File: src/rtl/anhdl_pkg.sv
`timescale 1ns / 1ps
`default_nettype none

package anhdl_pkg;

    // Field widths of the item formats
    localparam int unsigned COUNT_W = 11;
    localparam int unsigned INDEX_W = 10;
    localparam int unsigned WORD_W  = 32;
    localparam int unsigned BYTE_W  = 8;
    localparam int unsigned BASE_W  = 15;

    // Archive layout: fixed header, then one directory record per entry
    localparam int unsigned HEADER_BYTES = 6;
    localparam int unsigned ENTRY_BYTES  = 12;

    // Item kinds carried in the input tuser
    localparam logic REQ_LOAD = 1'b0;
    localparam logic REQ_NAME = 1'b1;

    // One directory record as stored in memory
    typedef struct packed {
        logic [WORD_W-1:0] end_ofs;
        logic [WORD_W-1:0] start_ofs;
        logic [WORD_W-1:0] hash;
    } t_dir_entry;

    // One filename byte moving into the hash unit
    typedef struct packed {
        logic              valid;
        logic              last;
        logic [BYTE_W-1:0] data;
    } t_name_byte;

    // One lookup result
    typedef struct packed {
        logic               found;
        logic [INDEX_W-1:0] match_index;
        logic [WORD_W-1:0]  name_hash;
        logic [WORD_W-1:0]  data_start;
        logic [WORD_W-1:0]  data_length;
    } t_result;

endpackage

`default_nettype wire

File: src/rtl/anhdl_scan.sv
`timescale 1ns / 1ps
`default_nettype none

module anhdl_scan #(
    parameter int MAX_ENTRIES = 1024,
    localparam int AW = (MAX_ENTRIES > 1) ? $clog2(MAX_ENTRIES) : 1,
    localparam int CW = $clog2(MAX_ENTRIES + 1)
) (
    input  wire logic                          i_clk,
    input  wire logic                          i_rst_n,
    input  wire logic                          i_start,
    input  wire logic [anhdl_pkg::WORD_W-1:0]  i_id,
    input  wire logic [anhdl_pkg::COUNT_W-1:0] i_count,
    output logic                               o_busy,
    output logic                               o_rd_en,
    output logic [AW-1:0]                      o_rd_addr,
    input  wire anhdl_pkg::t_dir_entry         i_rd_data,
    output logic                               o_valid,
    input  wire logic                          i_ready,
    output anhdl_pkg::t_result                 o_result
);

    typedef enum logic [1:0] {
        S_IDLE,
        S_SCAN,
        S_DONE
    } t_state;

    t_state                         r_state;
    logic [CW-1:0]                  r_limit;
    logic [CW-1:0]                  r_issue;
    logic [CW-1:0]                  r_pend_idx;
    logic                           r_pend;
    logic [anhdl_pkg::WORD_W-1:0]   r_id;
    logic [anhdl_pkg::BASE_W-1:0]   r_base;
    logic                           r_found;
    logic [anhdl_pkg::INDEX_W-1:0]  r_index;
    logic [anhdl_pkg::WORD_W-1:0]   r_start;
    logic [anhdl_pkg::WORD_W-1:0]   r_end;
    logic [CW-1:0]                  limit_next;
    logic [anhdl_pkg::BASE_W-1:0]   base_next;
    logic                           more;
    logic                           hit;

    // Search covers no more slots than the memory holds
    assign limit_next = ({6'd0, i_count} < 17'(MAX_ENTRIES)) ? CW'(i_count)
                                                              : CW'(MAX_ENTRIES);
    assign base_next  = anhdl_pkg::BASE_W'(anhdl_pkg::HEADER_BYTES)
                      + anhdl_pkg::BASE_W'(anhdl_pkg::ENTRY_BYTES)
                      * anhdl_pkg::BASE_W'(i_count);

    // Issue one slot read per cycle while slots remain
    assign more      = r_issue < r_limit;
    assign o_rd_en   = (r_state == S_SCAN) && more;
    assign o_rd_addr = r_issue[AW-1:0];
    assign hit       = r_pend && (i_rd_data.hash == r_id);
    assign o_busy    = (r_state != S_IDLE);

    always_ff @(posedge i_clk) begin
        if (!i_rst_n) begin
            r_state <= S_IDLE;
            r_pend  <= 1'b0;
            o_valid <= 1'b0;
        end else begin
            // Drop the result once taken, unless a new one replaces it
            if (o_valid && i_ready && (r_state != S_DONE)) begin
                o_valid <= 1'b0;
            end
            unique case (r_state)
                S_IDLE: begin
                    if (i_start) begin
                        r_state <= S_SCAN;
                        r_limit <= limit_next;
                        r_base  <= base_next;
                        r_id    <= i_id;
                        r_issue <= '0;
                        r_pend  <= 1'b0;
                    end
                end
                S_SCAN: begin
                    r_pend     <= more && !hit;
                    r_pend_idx <= r_issue;
                    if (more) begin
                        r_issue <= r_issue + CW'(1);
                    end
                    if (hit) begin
                        // Hold the first matching slot
                        r_found <= 1'b1;
                        r_index <= anhdl_pkg::INDEX_W'(r_pend_idx);
                        r_start <= i_rd_data.start_ofs;
                        r_end   <= i_rd_data.end_ofs;
                        r_state <= S_DONE;
                    end else if (!r_pend && !more) begin
                        r_found <= 1'b0;
                        r_index <= '0;
                        r_start <= '0;
                        r_end   <= '0;
                        r_state <= S_DONE;
                    end
                end
                S_DONE: begin
                    // Load the output register once it is free
                    if (!o_valid || i_ready) begin
                        o_valid              <= 1'b1;
                        o_result.found       <= r_found;
                        o_result.match_index <= r_index;
                        o_result.name_hash   <= r_id;
                        o_result.data_start  <= r_found
                            ? (r_start + anhdl_pkg::WORD_W'(r_base)) : '0;
                        o_result.data_length <= r_end - r_start;
                        r_state              <= S_IDLE;
                    end
                end
                default: begin
                    r_state <= S_IDLE;
                end
            endcase
        end
    end

endmodule

`default_nettype wire

File: config.mk
export PLATFORM = sky130hd
export DESIGN_NAME = anhdl_scan
export DESIGN_NICKNAME = d
export VERILOG_FILES = /design/src/rtl/anhdl_pkg.sv /design/src/rtl/anhdl_scan.sv
export SDC_FILE = /design/constraint.sdc
export NUM_CORES = 1
export LEC_CHECK = 0
export BUFFER_PORTS_ARGS = -buffer_cell sky130_fd_sc_hd__buf_2
export CAP_MARGIN = 10
export CORE_MARGIN = 3
export CORE_UTILIZATION = 35
export DETAILED_ROUTE_END_ITERATION = 8
export PLACE_DENSITY = 0.61
export SETUP_SLACK_MARGIN = 0.2
export SLEW_MARGIN = 40
export SYNTH_ARGS = -nofsm -noshare
export SYNTH_HDL_FRONTEND = slang
export SYNTH_SLANG_ARGS = --single-unit
export TNS_END_PERCENT = 1
File: constraint.sdc
create_clock -name i_clk -period 17 [get_ports i_clk]
set_input_delay 3.4 -clock i_clk [delete_from_list [all_inputs] [get_ports i_clk]]
set_output_delay 3.4 -clock i_clk [all_outputs]
set_load 0.05 [all_outputs]
**Word-level counts from Yosys, hierarchy flattened**

Index checks and enable logic that the tools add are counted.
W data, S select, Z words.

- Magnitude comparators: 2
- $add $sub $neg: 4
- Muxes and demuxes: 19
- Multipliers: 1
- Reductions and logical operators: 22
- Eq/ne operators: 8

Operators with widths:

| cell | number |
|---|---|
| $mux W32 | 3 |
| $add A32 B15 Y32 | 1 |
| $eq A32 B32 Y1 | 1 |
| $sub A32 B32 Y32 | 1 |
| $mux W11 | 2 |
| $pmux W11 S2 | 1 |
| $mux W10 | 2 |
| $add A3 B15 Y15 const A | 1 |
| $mul A2 B11 Y13 const A | 1 |
| $reduce_and A3 Y1 | 4 |
| $add A11 B1 Y11 const B | 1 |
| $lt A11 B11 Y1 | 1 |
| $lt A11 B11 Y1 const B | 1 |
| $mux W2 | 4 |
| $ne A2 B2 Y1 const B | 4 |
| $logic_and A1 B1 Y1 | 6 |
| $pmux W2 S3 | 1 |
| $reduce_bool A2 Y1 | 3 |
| $mux W1 | 5 |
| $logic_not A1 Y1 | 4 |
| $reduce_and A2 Y1 | 2 |
| $reduce_and A4 Y1 | 1 |
| $ne A3 B2 Y1 const B | 1 |
| $eq A2 B1 Y1 const B | 1 |
| other kinds (4) | 4 |

- Input bits: 143
- Logic and storage cells: 73
- Register bits after elaboration: 265

**Depth between registers and ports, before layout**

- Word-level depth: 6
- Gate-level depth with buffers: 11
- Gate-level depth less buffers: 11

**Least setup slack after synthesis**

Ideal clock, no wire load.

- Kind: input-to-reg
- From: in i_rst_n
- To: reg r_base[10] in the netlist's numbering, enable pin
- Arrival time: 9292 ps
- Stages: 2
- Setup time: 632 ps
- Slack: 7077 ps
- Data required time: 16368 ps
- Path through: inv_1 nor4b_1

- Cells in the longest elaborated chain, start to end: 1

Ends and longest elaborated chain:

| what | RTL line | text |
|---|---|---|
| start: declaration | anhdl_scan.sv:10 | `input wire logic i_rst_n,` |
| $reduce_and A3 Y1 (no line) | n/a |  |
| end signal: assignment | anhdl_scan.sv:74 | `r_base <= base_next;` |
| end: declaration | anhdl_scan.sv:35 | `logic [anhdl_pkg::BASE_W-1:0] r_base;` |

Every way passes these cells.
A chain may end at the register's enable or synchronous reset.

**Worst setup path after layout**

- From: reg r_issue[6]
- To: out o_rd_en

- Cells in the longest elaborated chain, start to end: 2

Ends and longest elaborated chain:

| what | RTL line | text |
|---|---|---|
| start: declaration | anhdl_scan.sv:31 | `logic [CW-1:0] r_issue;` |
| start signal: assignment | anhdl_scan.sv:84 | `r_issue <= r_issue + CW'(1);` |
| $lt A11 B11 Y1 | anhdl_scan.sv:53 | `assign more = r_issue < r_limit;` |
| $logic_and A1 B1 Y1 | anhdl_scan.sv:54 | `assign o_rd_en = (r_state == S_SCAN) && more;` |
| end: declaration | anhdl_scan.sv:15 | `output logic o_rd_en,` |

Every way passes these cells.

==> metrics <==
share of post-route cells with drive strength above 1=0.2483; worst hold margin=0.4223 ns; maximum ir drop on the vdd rail=76.87 uV; nature of the critical path endpoint=output pin; detailed placement HPWL=23.20 mm; worst slew margin relative to its limit=0.5115; via count of the first global-routing pass=8,358; Startpoint Class=flip-flop; part of the Yosys area used for sequential elements=0.6032; post-route clock period utilization=0.3657; Initial DRC Count=298; post-cts gate resize count=0; Worst EP arrival=2.82 ns; total of flip-flops plus latches after synthesis=263; number of enable flip-flop cells after synthesis=259; overall power of the completed layout=1.475 mW; max-capacitance violation count=0; class of the tightest hold or removal check=reg2reg; leak pwr=6.345 nW; Die ar.=0.03957 sq mm; Port-buffer cells=262; post-synthesis cell type count=65; synthesized area divided by synthesized cell count=12.73 sq um; number of top-level pins=263; placement-stage worst setup slack=10.28 ns; clock buffer count from CTS=30; Slew Limit Fails=0; H-tree level count=1; clock insertion delay at the later pin of the skew report=0.58 ns; overall fraction of global-route tracks in use=0.1463; CP max FO=6; number of buffers on the longest clock path=3; initial antenna violation count=9; number of instances in the synthesized netlist=1,023; antenna-violating nets left=0; Filler Cell Count=3,414; reg-to-reg setup timing slack=13.40 ns; cell repeated most along the worst path=sky130_fd_sc_hd__nor2_1; clock edge transition at the registers on the reported setup and hold paths=0.06 ns; slowest stage cell on the critical path=sky130_fd_sc_hd__edfxtp_1; final weighted congestion in routability-driven placement=0.8436; quantity of hold-fixing buffers added after cts=0; Yosys warning total=0; netlist area before placement=0.01303 sq mm; Slowest Stage Delay on Critical Path=0.50 ns; total placed cells including tap cells=1,730; primary flip-flop cell chosen by synthesis mapping=sky130_fd_sc_hd__edfxtp_1; aggregate global routing overflow=0; Post-CTS Setup Repair Bufs=0; Post-Synthesis Net Count=1,237; Final min period=6.218 ns; Setup Viol. Count Final=0; slack of the critical path=10.78 ns; setup total negative slack=0 ns; Hold Vio Cnt, Final=0; core footprint=0.03661 sq mm; measured slew at the worst slew-check pin=0.7312 ns; clock root buffer=sky130_fd_sc_hd__clkbuf_16; wire length reported by the detailed router=30.12 mm; detailed-route vias per instance=4.739; first-pass iteration count of the detailed router=5; DRC errors left=0; effective utilization at floorplan=0.3558; pin count of the biggest net entering global routing=78; start-to-end type of the worst setup path=reg2out; WL per Instance=16.86 microns; Fmax achieved=0.1608 GHz; total number of vias=8,468; clock tree from TritonCTS=yes; required time at the endpoint of the critical path=13.60 ns; outcome=completed; horizontal die dimension=198.9 microns; Non-Filler Instances=1,787; wire length of the first global-routing pass=45.22 mm; number of core rows=70; synthesis-to-layout area growth=21.27%; Die Span Y=198.9 microns; clock sink count=263; RSZ-0062 raised after global routing=false; areal power density over the cells=93.39 mW/mm^2; # nets final=1,508; list of cells traversed by the critical path=ha_1 > and3_1 > a221oi_1 > o21ai_0 > a31oi_1 > nor2_1 > nor2_1 > buf_2; fraction of registers with async set/reset=0; setup clock skew after layout=0.04465 ns
## cells in the mapped netlist (20+ instances only)
| master | number | share of area |
|---|---|---|
| sky130_fd_sc_hd__edfxtp_1 | 259 | 0.60 |
| sky130_fd_sc_hd__and2_1 | 100 | 0.048 |
| sky130_fd_sc_hd__xnor2_1 | 80 | 0.054 |
| sky130_fd_sc_hd__ha_1 | 68 | 0.065 |
| sky130_fd_sc_hd__inv_1 | 59 | 0.017 |
| sky130_fd_sc_hd__nor2_1 | 48 | 0.014 |
| sky130_fd_sc_hd__a21oi_1 | 46 | 0.018 |
| sky130_fd_sc_hd__o21ai_0 | 36 | 0.014 |
| sky130_fd_sc_hd__nand2_1 | 31 | 0.0089 |
| sky130_fd_sc_hd__xor2_1 | 31 | 0.021 |
| sky130_fd_sc_hd__a21o_1 | 26 | 0.015 |
| sky130_fd_sc_hd__nor2b_1 | 25 | 0.012 |
| sky130_fd_sc_hd__clkbuf_1 | 20 | 0.0058 |
## cell type report
cell class	instances	area, sq um	share of cell area
Multi-Input combinational cell	669	4815	0.3048
Sequential cell	263	7858	0.4974
Tap cell	468	585.6	0.03707
Inverter	59	221.5	0.01402
Timing Repair Buffer	271	1403	0.08879
Clock inverter	16	130.1	0.008238
Clock buffer	35	769.5	0.04871
Antenna cell	6	15.01	0.0009505
## layer usage
metal | track usage | part of all wire | vias to the layer above
met2 | 0.2558 | 0.50 | 177
met1 | 0.1811 | 0.43 | 3966
met3 | 0.02541 | 0.047 | 52
met4 | 0.05570 | 0.024 | 6
li1 | - | - | 4267
met5 | 0 | 0.0010 | -
## layout by cell type (no fill, tap or decap), types with 25 or more instances in the layout
cell type,count
sky130_fd_sc_hd__a21o_1,26
sky130_fd_sc_hd__a21oi_1,46
sky130_fd_sc_hd__and2_1,100
sky130_fd_sc_hd__buf_2,262
sky130_fd_sc_hd__clkbuf_16,30
sky130_fd_sc_hd__edfxtp_1,259
sky130_fd_sc_hd__ha_1,68
sky130_fd_sc_hd__inv_1,59
sky130_fd_sc_hd__nand2_1,31
sky130_fd_sc_hd__nor2_1,46
sky130_fd_sc_hd__nor2b_1,25
sky130_fd_sc_hd__o21ai_0,36
sky130_fd_sc_hd__xnor2_1,80
sky130_fd_sc_hd__xor2_1,31
## where the power goes
| part | leakage (nW) | internal, mW | switching, mW | total, mW |
|---|---|---|---|---|
| Clock | 0.431 | 0.337 | 0.252 | 0.589 |
| Combinational | 3.34 | 0.0542 | 0.0853 | 0.140 |
| Sequential | 2.57 | 0.734 | 0.0123 | 0.746 |
| Total | 6.35 | 1.12 | 0.350 | 1.48 |
## worst paths after layout
check | from | to | cells after the start
setup / recovery | r_issue[6] | o_rd_en | 8
hold / removal | r_index[8] | o_result[104] | 0
hold reg to reg | r_index[8] | o_result[104] | 0
setup reg to reg | r_id[6] | r_start[22] | 9
## kinds of logic (layout without fill, tap and decap cells)
logic type | count (synthesis) | after routing | synth area share
AO/OA/AOI/OAI | 170 | 170 | 0.08462
XOR/XNOR | 111 | 111 | 0.07463
adder cells (fa/ha/maj) | 71 | 71 | 0.06993
buffers and inverters | 91 | 381 | 0.02978
flip-flops | 263 | 263 | 0.6032
multiplexers | 1 | 1 | 0.0007684
other | 0 | 6 | 0
AND/OR/NAND/NOR | 316 | 316 | 0.1371
## state kept, by name (all words and copies together) (netlist names)
register / count
r_found: 1
o_valid: 1
r_pend_idx: 10
r_issue: 11
r_start: 32
r_index: 10
r_base: 13
r_state: 2
r_id: 32
r_limit: 11
r_end: 32
r_pend: 1
o_result: 107
## through the flow
stage | utilization | cell area [sq um]
6_report | 0.4315 | 15800
5_1_grt | 0.4313 | 15790
4_1_cts | 0.4311 | 15780
3_5_place_dp | 0.4065 | 14880
3_3_place_gp | 0.4054 | 14840
2_1_floorplan | - | 13030
## critical path, delay by kind of cell (launching register included)
family / cells / cell delay, ns
flops: 1 / 0.50
buf+inv: 1 / 0.28
simple gates: 3 / 0.46
compound gates: 3 / 0.65
fa+ha+maj: 1 / 0.35
No activity file was read; power rests on OpenSTA's default activity.
