## src/rtl/anhdl_pkg.sv

```systemverilog
`timescale 1ns / 1ps
`default_nettype none

package anhdl_pkg;

    // Field widths of the item formats
    localparam int unsigned COUNT_W = 11;
    localparam int unsigned INDEX_W = 10;
    localparam int unsigned WORD_W  = 32;
    localparam int unsigned BYTE_W  = 8;
    localparam int unsigned BASE_W  = 15;

    // Archive layout: fixed header, then one directory record per entry
    localparam int unsigned HEADER_BYTES = 6;
    localparam int unsigned ENTRY_BYTES  = 12;

    // Item kinds carried in the input tuser
    localparam logic REQ_LOAD = 1'b0;
    localparam logic REQ_NAME = 1'b1;

    // One directory record as stored in memory
    typedef struct packed {
        logic [WORD_W-1:0] end_ofs;
        logic [WORD_W-1:0] start_ofs;
        logic [WORD_W-1:0] hash;
    } t_dir_entry;

    // One filename byte moving into the hash unit
    typedef struct packed {
        logic              valid;
        logic              last;
        logic [BYTE_W-1:0] data;
    } t_name_byte;

    // One lookup result
    typedef struct packed {
        logic               found;
        logic [INDEX_W-1:0] match_index;
        logic [WORD_W-1:0]  name_hash;
        logic [WORD_W-1:0]  data_start;
        logic [WORD_W-1:0]  data_length;
    } t_result;

endpackage

`default_nettype wire

```

## src/rtl/anhdl_name_hash.sv

```systemverilog
`timescale 1ns / 1ps
`default_nettype none

module anhdl_name_hash (
    input  wire logic                     i_clk,
    input  wire logic                     i_rst_n,
    input  wire anhdl_pkg::t_name_byte    i_byte,
    output logic [anhdl_pkg::WORD_W-1:0]  o_name_id
);

    logic [anhdl_pkg::WORD_W-1:0] r_id;
    logic [anhdl_pkg::WORD_W-1:0] r_word;
    logic [1:0]                   r_slot;
    logic [anhdl_pkg::WORD_W-1:0] word_next;
    logic [anhdl_pkg::WORD_W-1:0] id_next;
    logic                         word_done;

    // Place the byte into its little-endian lane
    always_comb begin
        word_next = r_word;
        case (r_slot)
            2'd0:    word_next[7:0]   = i_byte.data;
            2'd1:    word_next[15:8]  = i_byte.data;
            2'd2:    word_next[23:16] = i_byte.data;
            default: word_next[31:24] = i_byte.data;
        endcase
    end

    // Fold a finished word into the running id
    assign word_done = (r_slot == 2'd3) || i_byte.last;
    assign id_next   = {r_id[anhdl_pkg::WORD_W-2:0], r_id[anhdl_pkg::WORD_W-1]} + word_next;
    assign o_name_id = id_next;

    // Advance the packer; clear everything at the end of a name
    always_ff @(posedge i_clk) begin
        if (!i_rst_n) begin
            r_id   <= '0;
            r_word <= '0;
            r_slot <= '0;
        end else if (i_byte.valid) begin
            if (i_byte.last) begin
                r_id   <= '0;
                r_word <= '0;
                r_slot <= '0;
            end else if (word_done) begin
                r_id   <= id_next;
                r_word <= '0;
                r_slot <= '0;
            end else begin
                r_word <= word_next;
                r_slot <= r_slot + 2'd1;
            end
        end
    end

endmodule

`default_nettype wire

```

## config.mk

```make
export PLATFORM = sky130hd
export DESIGN_NAME = anhdl_name_hash
export DESIGN_NICKNAME = d
export VERILOG_FILES = /design/src/rtl/anhdl_pkg.sv /design/src/rtl/anhdl_name_hash.sv
export SDC_FILE = /design/constraint.sdc
export NUM_CORES = 1
export LEC_CHECK = 0
export ABC_AREA = 1
export BUFFER_PORTS_ARGS = -buffer_cell sky130_fd_sc_hd__buf_4
export CORE_MARGIN = 2
export CORE_UTILIZATION = 55
export DETAILED_ROUTE_END_ITERATION = 7
export PLACE_DENSITY_LB_ADDON = 0.15
export SLEW_MARGIN = 30
export SYNTH_ARGS = -nofsm -noshare
export SYNTH_HDL_FRONTEND = slang
export SYNTH_SLANG_ARGS = --single-unit
```

## constraint.sdc

```tcl
create_clock -name i_clk -period 4.2 [get_ports i_clk]
set_clock_uncertainty 0.15 [all_clocks]
set_input_delay 0.84 -clock i_clk [delete_from_list [all_inputs] [get_ports i_clk]]
set_output_delay 0.84 -clock i_clk [all_outputs]
set_load 0.05 [all_outputs]
```

After elaboration in Yosys (flattened, before gate mapping)
Cells that the tools add are included.
Widths: inputs -> output; s select.

cells by class
  reduce and logical (&&, ||, !) cells = 5
  mux-type cells = 10
  div/mod/pow operators = 0
  equality and inequality tests = 3
  bitwise operators = 0
  shift operators = 0
  order comparisons = 0
  add/subtract/negate cells = 2
  multiply operators = 0

operators by type and width
  operator             number
  $mux 32              4
  $add 32x32->32       1
  $mux 8               4
  $eq 2x2->1 const B   2
  $mux 2               2
  $reduce_or 3->1      1
  $add 2x1->2 const B  1
  $eq 2x1->1 const B   1
  $logic_not 2->1      1
  $reduce_and 2->1     1
  $reduce_bool 2->1    1
  $logic_or 1x1->1     1

word-level totals
  logic and storage cells = 23
  ROM bits = 0
  input port bits = 12
  bits in latches = 0
  memories kept = 0
  RAM bits = 0
  output and inout bits = 32
  bits in registers = 66

Depth between registers and ports, before layout
Gate-level depths: netlist of run 1.

  depth after elaboration = 6
  mapped depth = 17
  depth with buffers taken out = 16

Worst setup path after synthesis of run 1
No wires, ideal clock.

  path type = register to output
  start point = reg r_slot[0]
  end point = out o_name_id[16] (netlist bit)
  cell stages (with the launch flop) = 16
  setup slack = 245 ps
  data arrival time = 2965 ps
  path buffers = 1
  data required time = 3210 ps
  cell sequence = dfxtp_1 inv_1 ha_1 clkbuf_1 mux2_2 ha_1 inv_1 fa_1 inv_1 nand3_1 nand2_1 nand2_1 nand2_1 nand2_1 nand2_1 xor2_1

on the way
  longest elaborated chain between the ends = 3
  elaborated cells on any way between the ends = 7
  classes of those cells = add/sub (1); eq/ne (2); mux (3); reduce/logical (1)

RTL lines
  item                                      RTL line               source
  start, declared                           anhdl_name_hash.sv:13  logic [1:0] r_slot;
  start signal, assigned                    anhdl_name_hash.sv:51  r_slot <= r_slot + 2'd1;
  $eq 2x1->1, or another cell as far along  anhdl_name_hash.sv:21  case (r_slot)
  $mux 8                                    anhdl_name_hash.sv:21
  $add 32x32->32 (*)                        anhdl_name_hash.sv:31  assign id_next = {r_id[anhdl_pkg::WORD_W-2:0], r_id[anhdl_pkg::WORD_W-1]} + word_next;
  end, declared                             anhdl_name_hash.sv:8   output logic [anhdl_pkg::WORD_W-1:0] o_name_id

Every way passes the cells marked *; elsewhere a longest branch is shown, timed or not.

Worst setup path in the final report of run 1
  start point = reg r_slot[0]
  end point = out o_name_id[24] (netlist bit)

on the way
  longest elaborated chain between the ends = 4
  elaborated cells on any way between the ends = 9
  classes of those cells = add/sub (1); eq/ne (2); mux (4); reduce/logical (2)

RTL lines
  item                                      RTL line
  $eq 2x2->1, or another cell as far along  anhdl_name_hash.sv:21
  $reduce_or 3->1 (no source line)          n/a
  $mux 8                                    anhdl_name_hash.sv:21
  $add 32x32->32 (*)                        anhdl_name_hash.sv:31

Marked as above.

==> impl_metrics.prom, run 1 <==
# TYPE chip_impl_metric gauge
chip_impl_metric{name="cp_data_arrival_time",unit="ns"} 3.12
chip_impl_metric{name="internal-power",unit="W"} 0.00106
chip_impl_metric{name="area.sequential",unit="um^2"} 1320
chip_impl_metric{name="final.min_clock_period",unit="ns"} 4.11
chip_impl_info{name="setup.worst_path.start_class",value="register"} 1
chip_impl_metric{name="report.final.setup_viol",unit=""} 0
chip_impl_metric{name="ys_seq_area_share",unit="%"} 25.3
chip_impl_metric{name="numCtsBuffers",unit=""} 9
chip_impl_metric{name="worstMarginPinSlew",unit="ns"} 0.927
chip_impl_metric{name="globalplace.congestion",unit=""} 0.979
chip_impl_metric{name="synth.net_count",unit=""} 899
chip_impl_metric{name="initial_antenna_violation_count",unit=""} 0
chip_impl_metric{name="iteration_0_drc_markers",unit=""} 315
chip_impl_metric{name="clk_path_buf_depth",unit=""} 2
chip_impl_metric{name="final_core_utilization",unit="%"} 64.9
chip_impl_info{name="rsz0062_at_grt",value="true"} 1
chip_impl_metric{name="tns",unit="ns"} 0
chip_impl_metric{name="slew_violations",unit=""} 0
chip_impl_metric{name="postSynthAreaPerCell",unit="um^2"} 6.16
chip_impl_metric{name="total_leakage_power",unit="nW"} 3.09
chip_impl_metric{name="worst_slew_margin_rel",unit="%"} 38.1
chip_impl_metric{name="design.core.area",unit="um^2"} 9240
chip_impl_metric{name="cap_violations",unit=""} 0
chip_impl_metric{name="top_level_ports",unit=""} 44
chip_impl_metric{name="clock_power_share",unit="%"} 38.9
chip_impl_metric{name="synth_cells",unit=""} 847
chip_impl_metric{name="path_clk_slew",unit="ns"} 0.07
chip_impl_info{name="timing.critical_path.to_type",value="output pin"} 1
chip_impl_metric{name="power.share.combinational",unit="%"} 19.5
chip_impl_metric{name="num-fill-cells",unit=""} 913
chip_impl_metric{name="syn_to_final_growth",unit="%"} 15.0
chip_impl_metric{name="switching_part_of_the_total_power",unit="%"} 31.5
chip_impl_metric{name="die_area",unit="um^2"} 10300
chip_impl_metric{name="largest_net_degree_at_the_start_of_global_routing",unit=""} 49
chip_impl_metric{name="clock_latency",unit="ns"} 0.37
chip_impl_metric{name="reg2reg_slack",unit="ns"} 1.34
chip_impl_metric{name="cell_area_power_density",unit="nW/um^2"} 258
chip_impl_metric{name="dr_total_vias",unit=""} 5219
chip_impl_metric{name="port_buffers",unit=""} 43
chip_impl_metric{name="peakVddDrop",unit="mV"} 0.204
chip_impl_metric{name="die_x",unit="um"} 101
chip_impl_metric{name="max_clock_freq",unit="GHz"} 0.244
chip_impl_metric{name="global_route.overflow_total",unit=""} 0
chip_impl_metric{name="synth.lib_cells_used.distinct",unit=""} 28
chip_impl_metric{name="globalRouteTotalUtil",unit="%"} 29.2
chip_impl_info{name="cts_tree",value="done"} 1
chip_impl_metric{name="sequentialPowerShare",unit="%"} 41.5
chip_impl_metric{name="hold_violations",unit=""} 0
chip_impl_metric{name="route.final.wire_length",unit="mm"} 14.8
chip_impl_metric{name="height_of_the_die",unit="um"} 101
chip_impl_metric{name="layout.nets",unit=""} 936
chip_impl_metric{name="p_switching",unit="W"} 0.000488
chip_impl_info{name="worst-setup-path-type",value="reg2out"} 1
chip_impl_metric{name="hpwl_after_detailed_placement",unit="mm"} 11.3
chip_impl_metric{name="clock_sink_count",unit=""} 66
chip_impl_metric{name="syn-cell-area",unit="um^2"} 5220
chip_impl_metric{name="vias_in_the_first_global_route",unit=""} 4857
chip_impl_metric{name="detailedPlace.worstSlack",unit="ns"} 0.186
chip_impl_metric{name="via_count_normalized_by_instance_count",unit=""} 5.13
chip_impl_metric{name="min_period_over_period",unit="%"} 97.7
chip_impl_metric{name="first_pass_iters",unit=""} 5
chip_impl_metric{name="synth.yosys.warnings",unit=""} 0
chip_impl_metric{name="grt_pass1_wl",unit="mm"} 23.2
chip_impl_metric{name="routedWlPerCell",unit="um"} 14.5
chip_impl_info{name="clockRootBuffer",value="sky130_fd_sc_hd__clkbuf_8"} 1
chip_impl_metric{name="area_of_the_multi_input_gates",unit="um^2"} 3410
chip_impl_info{name="hold_path_class",value="reg2reg"} 1
chip_impl_metric{name="detail-route-antenna-nets",unit=""} 0
chip_impl_metric{name="setup_ws",unit="ns"} 0.0950
chip_impl_metric{name="drive_above_1_share",unit="%"} 15.2
chip_impl_metric{name="design_power_total",unit="W"} 0.00155
chip_impl_metric{name="core.rowCount",unit=""} 35
chip_impl_metric{name="cp_data_required_time",unit="ns"} 3.21
chip_impl_metric{name="cts-htree-levels",unit=""} 3
chip_impl_metric{name="start_util",unit="%"} 56.4
chip_impl_metric{name="worstPathMaxFanout",unit=""} 4
chip_impl_info{name="outcome",value="completed"} 1
chip_impl_metric{name="postSynthRegisterBits",unit=""} 66
chip_impl_metric{name="insertedDiodeCount",unit=""} 0
chip_impl_metric{name="remaining_drc_errors",unit=""} 0
==> cell usage in the layout (no fill, tap or decap), drive strengths merged <==
master    Yosys  routed
a21o          1       1
a21oi        79      79
and2         15      15
buf           4      46
bufinv        0       2
clkbuf       17      10
clkinv        1       4
clkinvlp      0       1
dfxtp        66      66
fa            1       1
ha           39      39
inv         138     138
mux2         21      21
nand2       339     339
nand3        38      38
nand3b        2       2
nand4         1       1
nor2         43      43
nor3         13      13
o21ai        10      10
o21bai        2       2
or2           1       1
xnor2         2       2
xor2         14      14
==> final timing paths <==
path,from,end,depth (start not counted)
max reg2reg,r_slot[0],r_id[16],16
min reg2reg,r_word[31],r_word[31],2
max,r_slot[0],o_name_id[24],16
min,r_word[31],r_word[31],2
==> synthesized netlist by cell type (all sizes together) <==
cell type / count / area, um^2
inv: 138 / 518
nand2: 339 / 1270
fa: 1 / 20.0
nand3: 38 / 240
clkinv: 1 / 8.76
nor2: 43 / 169
ha: 39 / 488
xor2: 14 / 123
or2: 1 / 8.76
xnor2: 2 / 17.5
mux2: 21 / 236
dfxtp: 66 / 1320
a21o: 1 / 7.51
nand4: 1 / 6.26
o21ai: 10 / 50.1
a21oi: 79 / 429
nand3b: 2 / 15.0
buf: 4 / 46.3
o21bai: 2 / 15.0
nor3: 13 / 65.1
and2: 15 / 93.8
clkbuf: 17 / 63.8
==> worst max-delay path, stage by stage (launching register included) <==
cell	delay, ns
sky130_fd_sc_hd__dfxtp_2	0.40
sky130_fd_sc_hd__inv_2	0.09
sky130_fd_sc_hd__ha_4	0.18
sky130_fd_sc_hd__mux2_2	0.24
sky130_fd_sc_hd__ha_1	0.19
sky130_fd_sc_hd__inv_1	0.06
sky130_fd_sc_hd__fa_1	0.40
sky130_fd_sc_hd__inv_1	0.09
sky130_fd_sc_hd__nand3_1	0.10
sky130_fd_sc_hd__nand2_2	0.13
sky130_fd_sc_hd__nand2_1	0.06
sky130_fd_sc_hd__nand2_1	0.15
sky130_fd_sc_hd__nand3_2	0.14
sky130_fd_sc_hd__nand3_1	0.12
sky130_fd_sc_hd__nand2_1	0.08
sky130_fd_sc_hd__and2_1	0.14
sky130_fd_sc_hd__buf_4	0.18
==> repair_timing <==
action	CTS	global route
hold endpoints to repair	0	0
pin swaps	0	1
hold buffers	0	0
setup endpoints to repair	20	22
cloned	0	0
buffers inserted	0	2
resized for setup	8	26
==> flip-flops by register name, indices dropped and copies added (netlist names) <==
register / count
r_id: 32
r_word: 32
r_slot: 2
==> metrics by stage <==
stage / std cells / area (um^2) / hold WS [ns]
floorplan: 847 / 5220 / 0.268
global placement: 1000 / 5600 / 0.278
detailed placement: 1000 / 5600 / 0.284
CTS: 1015 / 5850 / 0.295
global route: 1017 / 6000 / 0.323
finish: 1017 / 6000 / 0.291
==> kinds of logic (layout without fill, tap and decap cells) <==
| logic type | Yosys count | count (layout) | synth area share [%] |
|---|---|---|---|
| mux | 21 | 21 | 4.53 |
| xor+xnor | 16 | 16 | 2.69 |
| buf+inv | 160 | 201 | 12.2 |
| fa+ha+maj | 40 | 40 | 9.74 |
| simple gates | 452 | 452 | 35.9 |
| compound gates | 92 | 92 | 9.62 |
| flops | 66 | 66 | 25.3 |
==> cell type report <==
cell class / instances / share of cell area [%]
Multi-Input combinational cell: 621 / 56.9
Clock inverter: 6 / 1.38
Tap cell: 129 / 2.69
Timing Repair Buffer: 47 / 6.15
Clock buffer: 9 / 2.07
Sequential cell: 66 / 22.1
Inverter: 139 / 8.78
==> layer usage <==
| metal | wire [um] | GRT usage [%] | vias to the layer above |
|---|---|---|---|
| met5 | 0 | 0 | - |
| met4 | 603 | 13.1 | 0 |
| met3 | 684 | 5.18 | 38 |
| met2 | 6990 | 49.0 | 129 |
| met1 | 6520 | 36.7 | 2365 |
| li1 | - | - | 2687 |
==> power by group through the flow <==
stage                     Sequential, W  Combinational [W]  Clock [W]
final                          0.000644           0.000303   0.000603
after floorplan                0.000654           0.000203          0
after global routing           0.000644           0.000322   0.000629
after global placement         0.000656           0.000279          0
after detailed placement       0.000656           0.000281          0
after CTS                      0.000642           0.000286   0.000609
Note: power is estimated with default switching activity, not from simulation.
==> inputs of run 2 (changes only) <==
Settings changed: PLACE_DENSITY from default to 0.78, PLACE_DENSITY_LB_ADDON 0.15 to default.
==> impl_metrics.prom, run 2 (synthesized netlist as in run 1, its figures left out) <==
# TYPE chip_impl_metric gauge
chip_impl_metric{name="dpl-instance-area",unit="um^2"} 5610
chip_impl_metric{name="m1WireLength",unit="mm"} 6.40
chip_impl_metric{name="core.rowCount",unit=""} 35
chip_impl_metric{name="globalplace.congestion",unit=""} 0.939
chip_impl_info{name="hold_path_class",value="reg2reg"} 1
chip_impl_metric{name="hpwl_after_detailed_placement",unit="mm"} 10.4
chip_impl_metric{name="max_clock_freq",unit="GHz"} 0.242
chip_impl_metric{name="start_util",unit="%"} 56.4
chip_impl_metric{name="detail-route-antenna-nets",unit=""} 0
chip_impl_metric{name="largest_net_degree_at_the_start_of_global_routing",unit=""} 38
chip_impl_metric{name="design.core.area",unit="um^2"} 9240
chip_impl_metric{name="die_x",unit="um"} 101
chip_impl_metric{name="holdBufCountCts",unit=""} 0
chip_impl_metric{name="worst_slew_margin_rel",unit="%"} 58.7
chip_impl_metric{name="hold_violations",unit=""} 0
chip_impl_metric{name="num-fill-cells",unit=""} 908
chip_impl_metric{name="layout.nets",unit=""} 936
chip_impl_metric{name="global_route.overflow_total",unit=""} 0
chip_impl_metric{name="area_of_the_multi_input_gates",unit="um^2"} 3340
chip_impl_metric{name="grt_pass1_wl",unit="mm"} 22.1
chip_impl_metric{name="placed_instances",unit=""} 1001
chip_impl_metric{name="initial_antenna_violation_count",unit=""} 0
chip_impl_metric{name="route.final.wire_length",unit="mm"} 13.9
chip_impl_metric{name="clock_sink_count",unit=""} 66
chip_impl_metric{name="peakVddDrop",unit="mV"} 0.156
chip_impl_metric{name="routedWlPerCell",unit="um"} 13.7
chip_impl_metric{name="iteration_0_drc_markers",unit=""} 368
chip_impl_metric{name="worstHoldPathCells",unit=""} 2
chip_impl_metric{name="cell_area_power_density",unit="nW/um^2"} 261
chip_impl_info{name="most-common-layout-cells",value="sky130_fd_sc_hd__nand2_1, sky130_fd_sc_hd__inv_1, sky130_fd_sc_hd__a21oi_1"} 1
chip_impl_metric{name="syn_to_final_growth",unit="%"} 13.6
chip_impl_metric{name="worstPathMaxFanout",unit=""} 6
chip_impl_metric{name="path_clk_slew",unit="ns"} 0.08
chip_impl_metric{name="remaining_drc_errors",unit=""} 0
chip_impl_metric{name="first_pass_iters",unit=""} 5
chip_impl_metric{name="layoutNonFillerInstCount",unit=""} 1017
chip_impl_info{name="top_signal_layer_used",value="met4"} 1
chip_impl_metric{name="via_count_normalized_by_instance_count",unit=""} 5.08
chip_impl_metric{name="met3_wirelength",unit="um"} 831
chip_impl_metric{name="cts-htree-levels",unit=""} 3
chip_impl_metric{name="final_design_area_no_fill",unit="um^2"} 5920
chip_impl_info{name="biggestRegsByFlops",value="r_id (32), r_word (32), r_slot (2)"} 1
chip_impl_metric{name="cp_data_arrival_time",unit="ns"} 3.14
chip_impl_metric{name="cp_data_required_time",unit="ns"} 3.21
chip_impl_metric{name="dr_total_vias",unit=""} 5166
chip_impl_metric{name="worstRegToRegCells",unit=""} 15
chip_impl_metric{name="port_buffers",unit=""} 43
chip_impl_metric{name="globalRouteTotalUtil",unit="%"} 27.7
chip_impl_metric{name="slew_violations",unit=""} 0
chip_impl_info{name="outcome",value="completed"} 1
chip_impl_metric{name="height_of_the_die",unit="um"} 101
chip_impl_metric{name="insertedDiodeCount",unit=""} 0
chip_impl_info{name="layout_commonest_cell",value="sky130_fd_sc_hd__nand2_1"} 1
chip_impl_info{name="clockRootBuffer",value="sky130_fd_sc_hd__clkbuf_8"} 1
chip_impl_metric{name="cap_violations",unit=""} 0
chip_impl_info{name="setup.worst_path.start_class",value="register"} 1
chip_impl_metric{name="report.final.setup_viol",unit=""} 0
chip_impl_metric{name="min_period_over_period",unit="%"} 98.4
chip_impl_metric{name="drive_above_1_share",unit="%"} 14.3
chip_impl_metric{name="area.sequential",unit="um^2"} 1320
chip_impl_metric{name="numCtsBuffers",unit=""} 9
chip_impl_metric{name="worstMarginPinSlew",unit="ns"} 0.619
chip_impl_metric{name="clk_path_buf_depth",unit=""} 2
chip_impl_metric{name="vias_in_the_first_global_route",unit=""} 4600
chip_impl_metric{name="final_core_utilization",unit="%"} 64.1
chip_impl_info{name="worst-setup-path-type",value="reg2out"} 1
chip_impl_metric{name="die_area",unit="um^2"} 10300
chip_impl_metric{name="routed-wl-met2",unit="mm"} 6.15
chip_impl_info{name="timing.critical_path.to_type",value="output pin"} 1
chip_impl_metric{name="final.min_clock_period",unit="ns"} 4.13
chip_impl_info{name="cts_tree",value="done"} 1
chip_impl_metric{name="total_leakage_power",unit="nW"} 3.09
chip_impl_metric{name="clock_latency",unit="ns"} 0.35
chip_impl_metric{name="top_level_ports",unit=""} 44
run 2: changes by cell type in the layout (fill, tap and decap cells not counted), sizes merged:
| cell | change |
|---|---|
| clkinvlp | -1 |
| buf | +1 |
run 2: stage by stage:
step	hold slack [ns]	total power [W]	TNS, ns	setup slack, ns
floorplan	0.268	0.000857	0	0.245
global placement	0.277	0.000935	0	0.255
detailed placement	0.282	0.000935	0	0.214
CTS	0.293	0.00154	-0.0184	-0.0184
global route	0.312	0.00160	-0.0241	-0.00777
finish	0.290	0.00154	0	0.0678
run 2: worst max-delay path, stage by stage, from the launching register on:
cell	delay [ns]
sky130_fd_sc_hd__dfxtp_2	0.36
sky130_fd_sc_hd__inv_2	0.13
sky130_fd_sc_hd__ha_4	0.21
sky130_fd_sc_hd__mux2_2	0.39
sky130_fd_sc_hd__ha_1	0.38
sky130_fd_sc_hd__nand2_1	0.14
sky130_fd_sc_hd__nor2_1	0.12
sky130_fd_sc_hd__nand2_1	0.05
sky130_fd_sc_hd__nand3_1	0.17
sky130_fd_sc_hd__nand2_1	0.08
sky130_fd_sc_hd__nand2_1	0.15
sky130_fd_sc_hd__nand2_1	0.13
sky130_fd_sc_hd__nand2_1	0.09
sky130_fd_sc_hd__nand2_1	0.07
sky130_fd_sc_hd__and2_1	0.14
sky130_fd_sc_hd__buf_4	0.18
run 2: worst paths after layout:
| path | startpoint | to | slack (ns) |
|---|---|---|---|
| worst max-delay path | r_slot[0] | o_name_id[26] | 0.07 |
| worst min-delay path | r_word[29] | r_word[29] | 0.29 |
| worst max register to register | r_slot[0] | r_id[26] | 1.33 |
| worst min register to register | r_word[29] | r_word[29] | 0.29 |
run 2: area by class of cell:
class                   count  share of cell area (%)
clock buffers              10                    2.32
clock inverters             5                    1.33
inverters                 139                    8.89
multi-input cells         621                    56.4
flip-flops and latches     66                    22.3
well taps                 129                    2.72
repair buffers             47                    6.02
run 2: what timing repair did:
action,in CTS,in global routing
pin swaps,0,1
buffers inserted,0,1
hold endpoints to repair,0,0
resized for setup,4,22
setup endpoints to repair,13,21
run 2: layer usage:
metal | global-route usage [%] | vias to the layer above
li1 | - | 2677
met1 | 37.6 | 2290
met2 | 44.2 | 161
met3 | 3.31 | 38
met4 | 12.7 | 0
met5 | 0 | -
run 2: power breakdown:
| group | switching (W) | leakage, nW | internal [W] | total [W] |
|---|---|---|---|---|
| registers | 0.00000695 | 0.534 | 0.000635 | 0.000642 |
| clock network | 0.000264 | 0.112 | 0.000346 | 0.000611 |
| logic | 0.000200 | 2.44 | 0.0000908 | 0.000291 |
| total | 0.000471 | 3.09 | 0.00107 | 0.00154 |
